## config.mk

```make
export PLATFORM = sky130hd
export DESIGN_NAME = hcbp_out_queue
export DESIGN_NICKNAME = d
export VERILOG_FILES = /design/src/sv/hcbp_pkg.sv /design/src/sv/hcbp_out_queue.sv
export SDC_FILE = /design/constraint.sdc
export NUM_CORES = 1
export LEC_CHECK = 0
export ABC_AREA = 1
export BUFFER_PORTS_ARGS = -buffer_cell sky130_fd_sc_hd__buf_2
export CORE_MARGIN = 5
export CORE_UTILIZATION = 33
export DETAILED_ROUTE_END_ITERATION = 7
export GPL_TIMING_DRIVEN = 0
export PLACE_DENSITY = 0.66
export SLEW_MARGIN = 20
export SYNTH_ARGS = -nofsm -noshare
export SYNTH_HDL_FRONTEND = slang
export SYNTH_SLANG_ARGS = --single-unit
export TNS_END_PERCENT = 1
```

## constraint.sdc

```tcl
create_clock -name clk_i -period 5.2 [get_ports clk_i]
set_input_delay 1.04 -clock clk_i [delete_from_list [all_inputs] [get_ports clk_i]]
set_output_delay 1.04 -clock clk_i [all_outputs]
set_load 0.02 [all_outputs]
```

## src/sv/hcbp_pkg.sv

```systemverilog
// ----------------------------------------------------------------------------
// hcbp_pkg
// Shared types, widths and parameter defaults of the Huffman code bit packer.
// ----------------------------------------------------------------------------
`timescale 1ns / 1ps
`default_nettype none

package hcbp_pkg;

  // Fixed field widths
  localparam int SYM_W   = 8;
  localparam int CODE_W  = 16;
  localparam int LEN_W   = 5;
  localparam int BYTE_W  = 8;
  localparam int TOTAL_W = 32;
  localparam int PEND_W  = 7;
  localparam int CNT_W   = 3;
  localparam int ACC_W   = PEND_W + CODE_W;

  // Parameter defaults
  localparam int MAX_CODE_LEN_DEF = 16;
  localparam int SYMBOL_COUNT_DEF = 256;

  // Item kinds carried in tuser; the fourth code is ignored
  typedef enum logic [1:0] {
    ACT_LOAD   = 2'd0,
    ACT_ENCODE = 2'd1,
    ACT_FLUSH  = 2'd2
  } action_e;

  // One output beat
  typedef struct packed {
    logic [BYTE_W-1:0]  out_byte;
    logic               last;
    logic [TOTAL_W-1:0] total;
  } out_item_t;

  // Stage-one control handed to the packer
  typedef struct packed {
    logic       valid;
    logic [1:0] action;
    logic       fire;
  } pk_ctrl_t;

  // Packer results: up to two beats
  typedef struct packed {
    logic [1:0] n;
    out_item_t  r0;
    out_item_t  r1;
  } pk_res_t;

endpackage

`default_nettype wire

```

## src/sv/hcbp_out_queue.sv

```systemverilog
// ----------------------------------------------------------------------------
// hcbp_out_queue
// Two-slot output queue: takes up to two beats at once and presents one
// beat per cycle from its head slot while the reader takes them.
// ----------------------------------------------------------------------------
`timescale 1ns / 1ps
`default_nettype none

module hcbp_out_queue (
  input  wire logic                clk_i,
  input  wire logic                rst_ni,
  input  wire logic [1:0]          push_n_i,
  input  wire hcbp_pkg::out_item_t push0_i,
  input  wire hcbp_pkg::out_item_t push1_i,
  input  wire logic                pop_i,
  output hcbp_pkg::out_item_t      head_o,
  output logic [1:0]               cnt_o
);
  import hcbp_pkg::*;

  out_item_t  s0_q, s0_d, s1_q, s1_d;
  logic [1:0] cnt_q, cnt_d, cnt_pop;

  // Shift on pop, then append behind what is left
  always_comb begin
    cnt_pop = cnt_q - {1'b0, pop_i};
    s0_d    = pop_i ? s1_q : s0_q;
    s1_d    = s1_q;
    case (cnt_pop)
      2'd0: begin
        s0_d = push0_i;
        s1_d = push1_i;
      end
      2'd1: begin
        s1_d = push0_i;
      end
      default: begin
        s1_d = s1_q;
      end
    endcase
    cnt_d = cnt_pop + push_n_i;
  end

  always_ff @(posedge clk_i) begin
    s0_q <= s0_d;
    s1_q <= s1_d;
  end

  always_ff @(posedge clk_i or negedge rst_ni) begin
    if (!rst_ni) begin
      cnt_q <= '0;
    end else begin
      cnt_q <= cnt_d;
    end
  end

  assign head_o = s0_q;
  assign cnt_o  = cnt_q;

endmodule

`default_nettype wire

```

# After elaboration in Yosys (flattened, before gate mapping)
# Cells that the tools add are included.
# totals
ff_bits	84
output_inout_bits	43
wordCells	16
# classes
addsub	2
n_eq_ne	1
n_mux	3
n_reduce_logical	3
# op_table
cell	count
2-to-1 mux 41 bit	2
case mux 41 bit (2 select lines)	1
nonzero test 2 bit	2
adder 2 bit	1
equality test 2 x 1 -> 1 bit (second input constant)	1
zero test 2 bit	1
subtractor 2 x 1 -> 2 bit	1

# Logic depth before layout (Yosys ltp)
# depth
word_depth	3
ltp_mapped	9
depth_no_buf	8

# Least setup slack after synthesis
# No wires, ideal clock.
# synth_path
path_type	input port to flip-flop
start	in pop_i
end	reg s0_q, in the netlist head_o[0] (enable)
setup_ns	0.399
t_arrival_ns	2.656
slack_ns	2.146
path_stages	5
n_path_buf	2
path_cell_list	ha_1 > buf_2 > nand3_2 > buf_2 > nand2_1
# synth_via
elab_chain_len	3
# synth_lines
item	line_no	source
start: declaration	hcbp_out_queue.sv:15	input wire logic pop_i,
subtractor 2 x 1 -> 2 bit	hcbp_out_queue.sv:26	cnt_pop = cnt_q - {1'b0, pop_i};
zero test 2 bit	hcbp_out_queue.sv:29	case (cnt_pop)
nonzero test 2 bit (no line) (*)	--	
end signal: assignment	hcbp_out_queue.sv:45	s0_q <= s0_d;
end: declaration	hcbp_out_queue.sv:21	out_item_t s0_q, s0_d, s1_q, s1_d;
# Mark *: on every way between the ends. The rest lies on a longest branch, timed or not.
# A chain may end at the register's enable or synchronous reset.

# Final worst setup path
# layout_path
start	in pop_i
end	reg s0_q, in the netlist head_o[7] (enable)
# The elaborated chain is that of the path after synthesis.

==> summary.txt <==
status -> complete, no violations
# rows -> 39
Via Count -> 3126
share of cells above drive strength 1 -> 32.44%
Fmax achieved -> 0.3700 GHz
HP Class -> in -> async
setup repair after global routing missed its margin -> false
DR pass1 iterations -> 5
Hold Buf Count CTS -> 0
CP endpoint kind -> flip-flop
Initial DRC Count -> 225
Post-DP HPWL -> 7.372 mm
CTS tree -> done
Max Root-Sink Buffers -> 2
Initial Util -> 33.63%
leakage power -> 2.398 nW
Crit. Startpoint -> pop_i
Die W -> 117.6 um
Placeable Area -> 0.01137 mm2
Setup crit end -> head_o[7]
total power -> 0.003584 W
Seq pwr share -> 38.8%
arrival time of the worst setup path -> 2730 ps
Mapped Nets -> 468
H-tree depth -> 3
worst-case reg-to-reg path depth -> 7
Internal -> 0.002139 W
vias in the first global route -> 3352
GR Overflow Total -> 0
Routed WL -> 10.19 mm
Post-DRT Antenna Nets -> 0
Setup Buffers After CTS -> 0
Layout area overhead -> 29.32%
most frequent cells in the layout -> 175 x nand2_1, 144 x buf_2, 84 x nand3_1
Syn Area/Cell -> 10.06 um2
switching pwr -> 0.001445 W
DR WL/cell -> 15.28 um
Layout Nets -> 609
Comb power frac -> 44.4%
Total Neg Setup Slack -> 0 ps
Diodes inserted -> 0
Crit Path Class -> in -> reg
clock slew at reported path FFs -> 60 ps
final-report max-slew violation count -> 0
root buf cell -> clkbuf_16
total CTS buffers -> 9
Die H -> 117.6 um
Reg-to-Reg End -> head_o[7]
Max-Cap Viols -> 0
Synth Instances -> 380
VDD IR-drop max -> 0.2784 mV
Switching Fraction -> 40.31%
worst-path fanout max -> 25
post-CTS sizing -> 0
P per Cell Area -> 724.8 mW/mm2
total die area -> 0.01384 mm2
leading area contributor after synthesis -> edfxtp_1
Tmin final -> 2703 ps
Clock Sinks -> 84
WP data required -> 5230 ps
Reg2Reg Setup Slack -> 2930 ps
DRC viols -> 0
fin crit share -> 51.98%
clock share of power -> 16.8%
initial antenna violation count -> 0
vias per inst -> 4.687
Setup violations, final -> 0
area share of the leading cell type in the synthesized netlist -> 64.40%
worst slew pin tran -> 629.1 ps
Synth Register Bits -> 84
Filler Cell Count -> 1142
first-pass GRT wire length -> 16.76 mm
pin count of the biggest net entering global routing -> 51
commonest non-fill, non-tap cell in the layout -> nand2_1
clk_lat worst skew -> 330 ps
CP Launch Type -> primary input
final setup skew -> 9.972 ps
count of port buffers added during placement -> 129
Seq/Total Area, Yosys -> 65.71%
Syn Std Cell Area -> 0.003824 mm2
Rel. slew slack -> 58.06%
Synth cell types -> 13
IO Pins -> 130
Final Hold Viols -> 0
Yosys Warn Count -> 0
launch point of the worst reg-to-reg path -> cnt_o[0]
dominant cells by area after synthesis -> edfxtp_1 64%, nand2_1 17%, nand3_1 11%
total track usage -> 15.11%
GP Congestion -> 0.7584
[sequential cells by signal, summed over array words and instances, names as in the netlist]
signal  flops
cnt_o       2
head_o     41
s1_q       41
[worst min-delay path by stage]
stage	start	end	cells past startpoint
after floorplan	s1_q[0]	head_o[0]	2
after global placement	s1_q[37]	head_o[37]	2
after detailed placement	s1_q[20]	head_o[20]	2
after CTS	rst_ni	cnt_o[0]	1
after global routing	rst_ni	cnt_o[1]	1
final	rst_ni	cnt_o[0]	1
[power groups by stage]
stage,Combinational [W],Sequential (W),Clock [W]
finish,0.00159,0.00139,0.000603
floorplan,0.000841,0.00163,0
CTS,0.00163,0.00140,0.000617
detailed placement,0.00163,0.00141,0
global route,0.00179,0.00142,0.000652
global placement,0.00157,0.00140,0
[kinds of logic after synthesis]
group,Yosys count,share of synthesized area (%)
AND/OR/NAND/NOR,262,28.80
flip-flops,84,65.71
adder cells (fa/ha/maj),1,0.3272
buffers and inverters,32,4.941
XOR/XNOR,1,0.2291
[cells in the mapped netlist, drive strengths merged]
| cell | n |
|---|---|
| inv | 6 |
| ha | 1 |
| buf | 26 |
| nand3 | 86 |
| dfrtp | 2 |
| xnor2 | 1 |
| edfxtp | 82 |
| nand2 | 176 |
[metrics by stage]
| step | utilization, % | std cells | area [um2] | setup slack (ps) | hold slack (ps) |
|---|---|---|---|---|---|
| global route | 43.49 | 667 | 4945 | 2340 | 472.1 |
| CTS | 43.47 | 667 | 4942 | 2460 | 476.4 |
| detailed placement | 41.08 | 653 | 4671 | 2112 | 496.7 |
| global placement | 40.88 | 652 | 4648 | 1311 | 490.7 |
| finish | 43.49 | 667 | 4945 | 2497 | 486.2 |
| floorplan | - | 380 | 3824 | 2146 | 487.4 |
[final cells by class]
type	count	area (um2)	area share [%]
flip-flops and latches	84	2512	50.81
multi-input cells	264	1125	22.75
repair buffers	130	665.6	13.46
clock inverters	4	42.54	0.8603
inverters	6	22.52	0.4555
well taps	143	178.9	3.618
clock buffers	10	229.0	4.631
plain buffers	26	168.9	3.416
[per-layer routing]
metal / up-vias / share of wire [%] / global-route usage [%]
met5: - / 0 / 0
met4: 0 / 0.61 / 3.943
met3: 7 / 6.3 / 4.373
met2: 110 / 49 / 24.86
met1: 1442 / 44 / 19.55
li1: 1567 / - / -
[worst max-delay path, cell delays in order]
cell and delay, ps:
buf_2 110, ha_1 260, buf_2 210, nand3_2 200
buf_2 250, nand2_2 390, buf_12 260
Power figures use the tool's default switching activity.
