`config.mk`:
```
export PLATFORM = sky130hd
export DESIGN_NAME = hcbp_packer
export DESIGN_NICKNAME = d
export VERILOG_FILES = /design/src/sv/hcbp_pkg.sv /design/src/sv/hcbp_packer.sv
export SDC_FILE = /design/constraint.sdc
export NUM_CORES = 1
export LEC_CHECK = 0
export ABC_AREA = 1
export BUFFER_PORTS_ARGS = -buffer_cell sky130_fd_sc_hd__buf_2
export CAP_MARGIN = 30
export CORE_MARGIN = 2
export CORE_UTILIZATION = 45
export CTS_BUF_LIST = sky130_fd_sc_hd__clkbuf_8
export CTS_CLUSTER_SIZE = 25
export DETAILED_ROUTE_END_ITERATION = 12
export PLACE_DENSITY = 0.69
export SYNTH_ARGS = -nofsm -noshare
export SYNTH_HDL_FRONTEND = slang
export SYNTH_SLANG_ARGS = --single-unit
```
`constraint.sdc`:
```
create_clock -name clk_i -period 3.2 [get_ports clk_i]
set_input_delay 0.64 -clock clk_i [delete_from_list [all_inputs] [get_ports clk_i]]
set_output_delay 0.64 -clock clk_i [all_outputs]
set_load 0.005 [all_outputs]
```
`src/sv/hcbp_pkg.sv`:
```
// ----------------------------------------------------------------------------
// hcbp_pkg
// Shared types, widths and parameter defaults of the Huffman code bit packer.
// ----------------------------------------------------------------------------
`timescale 1ns / 1ps
`default_nettype none

package hcbp_pkg;

  // Fixed field widths
  localparam int SYM_W   = 8;
  localparam int CODE_W  = 16;
  localparam int LEN_W   = 5;
  localparam int BYTE_W  = 8;
  localparam int TOTAL_W = 32;
  localparam int PEND_W  = 7;
  localparam int CNT_W   = 3;
  localparam int ACC_W   = PEND_W + CODE_W;

  // Parameter defaults
  localparam int MAX_CODE_LEN_DEF = 16;
  localparam int SYMBOL_COUNT_DEF = 256;

  // Item kinds carried in tuser; the fourth code is ignored
  typedef enum logic [1:0] {
    ACT_LOAD   = 2'd0,
    ACT_ENCODE = 2'd1,
    ACT_FLUSH  = 2'd2
  } action_e;

  // One output beat
  typedef struct packed {
    logic [BYTE_W-1:0]  out_byte;
    logic               last;
    logic [TOTAL_W-1:0] total;
  } out_item_t;

  // Stage-one control handed to the packer
  typedef struct packed {
    logic       valid;
    logic [1:0] action;
    logic       fire;
  } pk_ctrl_t;

  // Packer results: up to two beats
  typedef struct packed {
    logic [1:0] n;
    out_item_t  r0;
    out_item_t  r1;
  } pk_res_t;

endpackage

`default_nettype wire

```
`src/sv/hcbp_packer.sv`:
```
// ----------------------------------------------------------------------------
// hcbp_packer
// MSB-first bit packer: merges a looked-up code with the waiting bits,
// cuts out up to two whole bytes and keeps the saturating bit total.
// ----------------------------------------------------------------------------
`timescale 1ns / 1ps
`default_nettype none

module hcbp_packer (
  input  wire logic                        clk_i,
  input  wire logic                        rst_ni,
  input  wire hcbp_pkg::pk_ctrl_t          ctrl_i,
  input  wire logic [hcbp_pkg::CODE_W-1:0] code_i,
  input  wire logic [hcbp_pkg::LEN_W-1:0]  len_i,
  output hcbp_pkg::pk_res_t                res_o
);
  import hcbp_pkg::*;

  logic [PEND_W-1:0]  pend_q, pend_d;
  logic [CNT_W-1:0]   cnt_q, cnt_d;
  logic [TOTAL_W-1:0] total_q, total_d;

  logic [CODE_W:0]    code_mask;
  logic [CODE_W-1:0]  code_m;
  logic [ACC_W-1:0]   acc, sh0, sh1;
  logic [LEN_W-1:0]   cnt_sum;
  logic [CNT_W-1:0]   cnt_new;
  logic [PEND_W:0]    pmask;
  logic [TOTAL_W:0]   sum;
  logic [TOTAL_W-1:0] total_enc;
  logic [14:0]        fsh;

  // Merge code into the waiting bits
  always_comb begin
    code_mask = (17'(1) << len_i) - 17'(1);
    code_m    = code_i & code_mask[CODE_W-1:0];
    acc       = (ACC_W'(pend_q) << len_i) | ACC_W'(code_m);
    cnt_sum   = LEN_W'(cnt_q) + len_i;
    cnt_new   = cnt_sum[CNT_W-1:0];
    pmask     = (8'd1 << cnt_new) - 8'd1;
    sh0       = acc >> (cnt_sum - 5'd8);
    sh1       = acc >> (cnt_sum - 5'd16);
    sum       = {1'b0, total_q} + (TOTAL_W+1)'(len_i);
    total_enc = sum[TOTAL_W] ? '1 : sum[TOTAL_W-1:0];
    fsh       = 15'(pend_q) << (4'd8 - {1'b0, cnt_q});
  end

  // Result beats and next state
  always_comb begin
    res_o   = '0;
    pend_d  = pend_q;
    cnt_d   = cnt_q;
    total_d = total_q;
    if (ctrl_i.valid) begin
      case (ctrl_i.action)
        ACT_ENCODE: begin
          if (len_i != '0) begin
            res_o.n            = cnt_sum[4:3];
            res_o.r0.out_byte  = sh0[BYTE_W-1:0];
            res_o.r0.last      = (cnt_sum[4:3] == 2'd1);
            res_o.r0.total     = total_enc;
            res_o.r1.out_byte  = sh1[BYTE_W-1:0];
            res_o.r1.last      = 1'b1;
            res_o.r1.total     = total_enc;
            pend_d             = acc[PEND_W-1:0] & pmask[PEND_W-1:0];
            cnt_d              = cnt_new;
            total_d            = total_enc;
          end
        end
        ACT_FLUSH: begin
          res_o.n           = 2'd1;
          res_o.r0.out_byte = fsh[BYTE_W-1:0];
          res_o.r0.last     = 1'b1;
          res_o.r0.total    = total_q;
          pend_d            = '0;
          cnt_d             = '0;
          total_d           = '0;
        end
        default: begin
          res_o.n = 2'd0;
        end
      endcase
    end
  end

  // Packer state
  always_ff @(posedge clk_i or negedge rst_ni) begin
    if (!rst_ni) begin
      pend_q  <= '0;
      cnt_q   <= '0;
      total_q <= '0;
    end else if (ctrl_i.fire) begin
      pend_q  <= pend_d;
      cnt_q   <= cnt_d;
      total_q <= total_d;
    end
  end

endmodule

`default_nettype wire

```
* After elaboration in Yosys (flattened, before gate mapping)
Index checks and enable logic that the tools add are counted.
** Operators by class
- $add $sub $neg :: 7
- Eq/ne operators :: 4
- Shifts and indexed selects :: 6
- Muxes and demuxes :: 12
- Bitwise gates (word level) :: 3
- Reduce and logical (&&, ||, !) cells :: 3
** Operators by type and width (count)
- $mux 84 :: 2
- $pmux 41 s2 :: 1
- $mux 32 :: 2
- $pmux 32 s2 :: 1
- $shr 23x5->8 :: 2
- $mux 41 :: 1
- $add 32x5->33 :: 1
- $or 23x16->23 :: 1
- $shl 7x5->23 :: 1
- $and 16x16->16 :: 1
- $shl 1x5->16 const A :: 1
- $sub 16x2->16 const B :: 1
- $pmux 7 s2 :: 1
- $shl 7x4->8 :: 1
- $and 7x7->7 :: 1
- $mux 7 :: 1
- $shl 1x3->7 const A :: 1
- $sub 7x1->7 const B :: 1
- $pmux 3 s2 :: 1
- $add 3x5->5 :: 1
- $reduce_bool 5->1 :: 1
- $sub 5x4->5 const B :: 1
- $sub 5x5->5 const B :: 1
- $eq 2x1->1 const B :: 2
- other kinds (7) :: 7
** Word-level totals
- Flip-flop bits (word level) :: 42
- Bits of input ports :: 27
- Output and inout port bits :: 84
- Word-level logic and storage cells :: 38

* Depth between registers and ports, before layout
Gate-level depths: netlist (run 1).
- Word-level depth :: 8
- Mapped depth :: 19
- Mapped depth without buffers :: 18

* Worst setup path after synthesis (run 1)
Ideal clock, no wire load.
- Path kind :: input -> output
- Start :: input len_i[1] (netlist bit)
- End :: output res_o[59] (netlist bit)
- Arrival :: 2.808 ns
- Data required time :: 2.560 ns
- Setup slack :: -0.248 ns
- Stages :: 18
- Path buffers :: 3
- Path through :: buf_4 inv_2 buf_2 fa_1 o21ai_2 nand2_1 nand2_1 nand2_2 nor2_4 nand2_2 nor2_4 nand2_2 inv_2 nand2_4 buf_6 nand3_1 a22oi_1 nor2_1
** RTL lines
- from (decl) :: RTL line hcbp_packer.sv:14 : input wire logic [hcbp_pkg::LEN_W-1:0] len_i,
- to (decl) :: RTL line hcbp_packer.sv:15 : output hcbp_pkg::pk_res_t res_o

==> run_results.csv, run 1 <==
group,metric,value,unit
status,run_status,"finished with violations",
status,violated_checks,"setup timing",
synthesis,synth_top_area_share,17.76,%
global_route,antenna_found_initial,0,
synthesis,postSynthNetCount,1092,
worst_setup_path,critPathMostFrequentCell,"sky130_fd_sc_hd__buf_4",
clocking,clkSinkCount,42,
flow_run,timing.max_cap.violations,0,
timing,timing.hold.ws,291.0,ps
floorplan,start_util,46.52,%
global_route,grt_first_pass_wirelength,38900,µm
floorplan,num_rows,41,
floorplan,die-area,14080,µm²
worst_hold_path,hold_path_class,"input port to async pin",
clocking,path_clk_slew,100,ps
drt,drtPass1Iterations,6,
finish,num-fill-cells,941,
placed_design,dp.final_hpwl,17720,µm
worst_setup_path,worstPathCellList,"buf_6, buf_4, ha_1, nand2_1, nand2_2, buf_4, buf_4, buf_4, buf_4, buf_4, buf_4, buf_4, a21oi_1, nor3_2, nor2_1, a21oi_1, nor2_1, buf_2",
timing,maxClockFrequency,276.3,MHz
placed_design,io_buffer_count,110,
placed_design,dp.cells,1412,
finish,final_nets,1344,
global_route,first_global_vias,7806,
worst_setup_path,cp_slowest_cell,"sky130_fd_sc_hd__ha_1",
global_route,groute.usage.overall,33.82,%
timing,count_of_pins_over_their_slew_limit,0,
placed_design,place.gp.congestion,1.003,
clocking,htree_levels,2,
synthesis,syn_inst,1049,
pwr,peakVddDrop,0.5964,mV
synthesis,number_of_enable_type_register_cells_in_the_synthesized_netlist,0,
drt,final_antenna_net_count,0,
finish,antenna-diode-count,0,
floorplan,ios,111,
finish,drive_gt1_share,48.77,%
worst_setup_path,critical_path.endpoint_type,"primary output",
synthesis,post_synth_num_cell_types,47,
global_route,grt_start_max_net_pins,33,
global_route,grt-ovfl-total,0,
synthesis,ys_dominant_reg_cell,"sky130_fd_sc_hd__dfrtp_1",
clocking,cts-hold-fix-buffers,0,
drt,dr_total_vias,8660,
timing,setup_violations,79,
clocking,clock_tree_from_tritoncts,"yes",
floorplan,die_x,118.7,µm
worst_setup_path,critPathRequiredTime,2560,ps
synthesis,yosysWarnings,0,
worst_setup_path,cp_slowest_stage_delay,360,ps
synthesis,seq_area_frac_synth,17.76,%
synthesis,synthesis.area_per_instance,5.642,µm²
clocking,clk_latency,330,ps
floorplan,die_y_extent,118.7,µm
drt,drt_iter0_markers,757,
timing,period_needed,3619,ps
drt,wl_final,27490,µm
timing,fin_crit_sh,113.1,%
floorplan,core_area,12720,µm²
drt,drt_drc_violations_left,0,
synthesis,yosysTopAreaCell,"sky130_fd_sc_hd__dfrtp_1",
finish,stdcell_count,1474,
timing,finalWorstSetupSlack,-419.1,ps
synthesis,yosysMostFrequentCell,"sky130_fd_sc_hd__nand2_1",
synthesis,async_reset_ff_share,100.0,%
timing,worst_pin_slew,564.9,ps
worst_setup_path,worst_setup_path_start_kind,"input port",
finish,area_delta_synth_final,69.13,%
worst_setup_path,critical_path_arrival,2980,ps
timing,fin_skew,14.14,ps
synthesis,yosys_register_bits,42,
pwr,cellLeakagePower,4.752,nW
worst_setup_path,cp_max_fo,3,
synthesis,syn-cell-area,5918,µm²
timing,hold_viol,0,
clocking,cts-root-buf,"sky130_fd_sc_hd__clkbuf_8",
drt,wirelength_per_cell,18.65,µm
drt,detail_route.vias_per_cell,5.875,
worst_setup_path,crit_path_category,"input port to primary output",
synthesis,most_common_library_cells_after_synthesis,"242 x sky130_fd_sc_hd__nand2_1, 204 x sky130_fd_sc_hd__nand3_1, 129 x sky130_fd_sc_hd__inv_1, 116 x sky130_fd_sc_hd__nor2_1, 51 x sky130_fd_sc_hd__a21oi_1",
worst_setup_path,rr_worst_depth,18,
synthesis,netlist_top_cells_area,"sky130_fd_sc_hd__dfrtp_1 18%, sky130_fd_sc_hd__nand3_1 17%, sky130_fd_sc_hd__nand2_1 15%, sky130_fd_sc_hd__inv_1 8.2%, sky130_fd_sc_hd__nor2_1 7.4%",
timing,slew_headroom,62.34,%
pwr,powerDensity,700.1,nW/µm²
timing,grt_setup_unrepaired,"true",
clocking,clock_tree.buffer_depth,2,
clocking,tritoncts_buffer_count,5,
-- worst paths after layout --
check                            from           to  slack (ps)
max in group asynchronous      rst_ni   total_q[2]        2380
max reg2reg                  cnt_q[0]    pend_q[6]         270
min                            rst_ni  total_q[27]         290
min reg2reg                total_q[4]   total_q[4]         600
min in group clk_i         total_q[4]   total_q[4]         600
max                          len_i[4]    res_o[47]        -420
-- registers in the layout (all words and copies together), names as in the netlist --
register	cells
cnt_q	3
pend_q	7
total_q	32
-- layout by cell type (no fill, tap or decap), types with 13 or more instances in the layout --
cell type	count
sky130_fd_sc_hd__a21oi_1	18
sky130_fd_sc_hd__a21oi_2	27
sky130_fd_sc_hd__buf_12	15
sky130_fd_sc_hd__buf_2	102
sky130_fd_sc_hd__buf_4	142
sky130_fd_sc_hd__buf_6	29
sky130_fd_sc_hd__dfrtp_1	42
sky130_fd_sc_hd__inv_1	107
sky130_fd_sc_hd__inv_2	23
sky130_fd_sc_hd__nand2_1	185
sky130_fd_sc_hd__nand2_2	49
sky130_fd_sc_hd__nand2_4	13
sky130_fd_sc_hd__nand3_1	101
sky130_fd_sc_hd__nand3_2	81
sky130_fd_sc_hd__nand3_4	34
sky130_fd_sc_hd__nor2_1	91
sky130_fd_sc_hd__nor2_2	20
sky130_fd_sc_hd__nor2_4	14
sky130_fd_sc_hd__o21ai_0	36
sky130_fd_sc_hd__o22ai_1	23
-- cells by family (layout without fill, tap and decap cells) --
| group | after synthesis | count (layout) | synth area share [%] |
|---|---|---|---|
| xor gates and xnor gates | 6 | 6 | 0.8879 |
| AOI/OAI and AO/OA | 171 | 171 | 16.96 |
| adders and majority gates | 16 | 16 | 3.636 |
| DFF | 42 | 42 | 17.76 |
| buffers and inverters | 188 | 441 | 12.64 |
| muxes | 2 | 2 | 0.3383 |
| and+or+nand+nor | 624 | 624 | 47.78 |
-- critical path, delay by kind of cell --
kind / cells / cell delay (ps)
AO/OA/AOI/OAI: 2 / 230
buffers and inverters: 10 / 1230
adder cells (fa/ha/maj): 1 / 360
AND/OR/NAND/NOR: 5 / 500
-- what timing repair did --
item,4_1_cts,5_1_grt
endpoints found under the setup margin,81,82
pin swaps,58,91
gates resized for setup,158,260
setup buffers,33,18
cloned,1,4
-- report_power, final --
group / total, W / internal, W / switching, W
Combinational: 0.00565 / 0.00245 / 0.00320
Clock: 0.000390 / 0.000172 / 0.000219
Sequential: 0.000966 / 0.000697 / 0.000269
-- routing by layer --
layer	track usage [%]	share of wire, %	up-vias
li1	-	-	4014
met1	42.09	39	4051
met2	56.75	49	471
met3	4.537	6.6	124
met4	17.63	5.9	0
met5	0	0	-
-- layout make-up --
type	count	area, µm²	share of cell area [%]
flip-flops and latches	42	1051	10.50
clock inverters	2	8.758	0.08750
multi-input cells	819	5737	57.31
well taps	172	215.2	2.150
inverters	139	566.8	5.663
repair buffers	294	2349	23.46
clock buffers	6	82.58	0.8250
-- through the flow --
| stage | area [µm²] | TNS (ps) | setup WS (ps) | power [W] | util (%) |
|---|---|---|---|---|---|
| 6_report | 10010 | -20720 | -419.1 | 0.007008 | 78.68 |
| 2_1_floorplan | 6036 | -1034 | -57.91 | 0.003100 | - |
| 5_1_grt | 10010 | -29890 | -547.2 | 0.007385 | 78.68 |
| 3_5_place_dp | 7637 | -27850 | -447.8 | 0.004439 | 60.03 |
| 3_3_place_gp | 7610 | -23330 | -384.4 | 0.004427 | 59.82 |
| 4_1_cts | 8621 | -10960 | -273.6 | 0.005344 | 67.76 |
Power figures use the tool's default switching activity.
==> run 2, diff against run 1 <==
- BUFFER_PORTS_ARGS: -buffer_cell sky130_fd_sc_hd__buf_2 -> -buffer_cell sky130_fd_sc_hd__clkbuf_2
- SKIP_LAST_GASP: default -> 1
==> run 2 against run 1 <==
- the flow still finishes with violations (setup timing)
- global-route usage shrank 2.1 points
- cell count is 1.1% lower
- critical path depth down 3
- hold slack better by 87 ps
- combinational power decreased by 11%
- first-iteration DRC count is 5.8% higher
==> run_results.csv, run 2 (same netlist as run 1, synthesis figures left out) <==
group,metric,value,unit
global_route,groute.usage.overall,31.75,%
status,violated_checks,"setup timing",
floorplan,die-area,14080,µm²
worst_setup_path,worst_setup_path_start_kind,"flop",
finish,layout.cells.most_common_list,"218 x sky130_fd_sc_hd__nand2_1, 136 x sky130_fd_sc_hd__buf_4, 134 x sky130_fd_sc_hd__nand3_1, 115 x sky130_fd_sc_hd__inv_1, 99 x sky130_fd_sc_hd__nor2_1",
worst_setup_path,cp_max_fo,5,
placed_design,pre_cts_ws,-417.7,ps
drt,dr_total_vias,8390,
placed_design,dp.cells,1419,
placed_design,dpl_cell_area,7657,µm²
finish,largest_register_ffs,32,
clocking,htree_levels,2,
worst_setup_path,critPathMostFrequentCell,"sky130_fd_sc_hd__buf_4",
worst_setup_path,cp_slowest_stage_delay,440,ps
drt,wirelength_per_cell,17.14,µm
floorplan,start_util,46.52,%
clocking,clk_latency,310,ps
finish,most_common_library_cell_in_the_layout_ignoring_fill_and_taps,"sky130_fd_sc_hd__nand2_1",
drt,drt_iter0_markers,801,
worst_setup_path,crit_path_category,"flop to primary output",
timing,grt_setup_unrepaired,"true",
pwr,power.share.sequential,14.5,%
drt,drtPass1Iterations,7,
worst_setup_path,critical_path_arrival,2870,ps
floorplan,num_rows,41,
finish,final_design_area_no_fill,9310,µm²
timing,setup_violations,80,
finish,registers.top_by_ff_count,"total_q",
global_route,antenna_found_initial,0,
pwr,share_clk_of_total_power,8.0,%
status,run_status,"finished with violations",
finish,multi_input_comb_area,5235,µm²
timing,fin_skew,5.973,ps
global_route,grt_start_max_net_pins,44,
pwr,cellLeakagePower,4.460,nW
clocking,clock_tree.buffer_depth,2,
pwr,power_report.internal_total,0.003202,W
pwr,powerDensity,697.9,nW/µm²
finish,final_nets,1328,
worst_setup_path,cp_slowest_cell,"sky130_fd_sc_hd__dfrtp_1",
clocking,clock_tree_from_tritoncts,"yes",
flow_run,timing.max_cap.violations,0,
timing,hold_viol,0,
timing,count_of_pins_over_their_slew_limit,0,
placed_design,place.gp.congestion,1.017,
clocking,clkSinkCount,42,
global_route,grt_first_pass_wirelength,36740,µm
timing,period_needed,3513,ps
worst_setup_path,critical_path.endpoint_type,"primary output",
finish,drive_gt1_share,40.98,%
floorplan,ios,111,
pwr,switching_share,50.72,%
floorplan,die_x,118.7,µm
worst_hold_path,hold_path_class,"input port to async pin",
timing,slew_headroom,51.60,%
pwr,netSwitchingPower,0.003296,W
drt,detail_route.vias_per_cell,5.754,
timing,finalWorstSetupSlack,-312.9,ps
timing,timing.setup.tns,-14140,ps
pwr,peakVddDrop,0.4048,mV
timing,worst_pin_slew,726.0,ps
pwr,pwr-share-comb,77.5,%
worst_setup_path,critPathRequiredTime,2560,ps
floorplan,die_y_extent,118.7,µm
clocking,cts-hold-fix-buffers,0,
timing,maxClockFrequency,284.7,MHz
finish,area_delta_synth_final,57.32,%
placed_design,io_buffer_count,110,
drt,wl_final,24980,µm
timing,fin_crit_sh,109.8,%
placed_design,dp.final_hpwl,17890,µm
clocking,tritoncts_buffer_count,5,
drt,final_antenna_net_count,0,
finish,antenna-diode-count,0,
worst_setup_path,worstPathCellList,"ha_4, fa_2, nand2_4, inv_2, nor2_1, buf_4, clkinvlp_4, buf_12, buf_4, nand3_4, nand3_1, nand3_2, nand2_1, a21oi_2, clkbuf_2",
finish,area.sequential,1051,µm²
global_route,first_global_vias,7413,
clocking,cts-root-buf,"sky130_fd_sc_hd__clkbuf_8",
finish,num-fill-cells,1072,
clocking,path_clk_slew,90,ps
drt,drt_drc_violations_left,0,
finish,largestRegisters,"total_q: 32 flops, pend_q: 7 flops, cnt_q: 3 flops",
global_route,grt-ovfl-total,0,
floorplan,core_area,12720,µm²
finish,stdcell_count,1458,
[run 2: area by class of cell]
cell class | instances | area share, %
multi-input combinational | 819 | 56.23
sequential | 42 | 11.29
clock inverter | 3 | 0.7391
timing repair buffer | 278 | 22.77
tap | 172 | 2.312
inverter | 139 | 5.927
clock buffer | 5 | 0.7391
[run 2: metal layers]
layer	vias to the layer above	global-route usage (%)	part of all wire, %
met3	78	1.593	5.9
met2	406	55.32	49
met1	3925	40.82	40
met5	-	0	0
li1	3981	-	-
met4	0	13.17	4.5
[run 2: power by group through the flow]
stage	Sequential (W)	Combinational, W	Clock [W]
finish	0.000944	0.00503	0.000521
global route	0.000957	0.00541	0.000541
CTS	0.000918	0.00380	0.000526
detailed placement	0.000919	0.00365	0
global placement	0.000920	0.00362	0
floorplan	0.000852	0.00225	0
[run 2: path summary, 6_finish.rpt]
check | startpoint | end | slack (ps) | depth (start not counted)
min in group clk_i | total_q[4] | total_q[4] | 580 | 2
min | rst_ni | total_q[31] | 380 | 1
max in group asynchronous | rst_ni | total_q[17] | 2130 | 2
max reg2reg | cnt_q[0] | pend_q[6] | 170 | 17
max | cnt_q[0] | res_o[78] | -310 | 15
min reg2reg | total_q[4] | total_q[4] | 580 | 2
[run 2: per-stage QoR]
step	total power (W)	util, %	hold slack, ps
6_report	0.006498	73.18	377.9
5_1_grt	0.006912	73.18	425.4
4_1_cts	0.005249	64.20	389.3
3_5_place_dp	0.004565	60.19	563.1
3_3_place_gp	0.004544	60.19	560.5
2_1_floorplan	0.003100	-	344.4
[run 2: timing repair]
| item | in CTS | in global routing |
|---|---|---|
| gates resized for setup | 76 | 226 |
| setup buffers | 10 | 19 |
| cloned | 0 | 4 |
| pin swaps | 32 | 69 |
| setup endpoints to repair | 81 | 82 |
[run 2: critical path: cells and delay by family (launching register included)]
| kind | cells | cell delay (ps) |
|---|---|---|
| adders and majority gates | 2 | 610 |
| AOI/OAI and AO/OA | 1 | 170 |
| DFF | 1 | 440 |
| buffers and inverters | 6 | 830 |
| and+or+nand+nor | 6 | 520 |
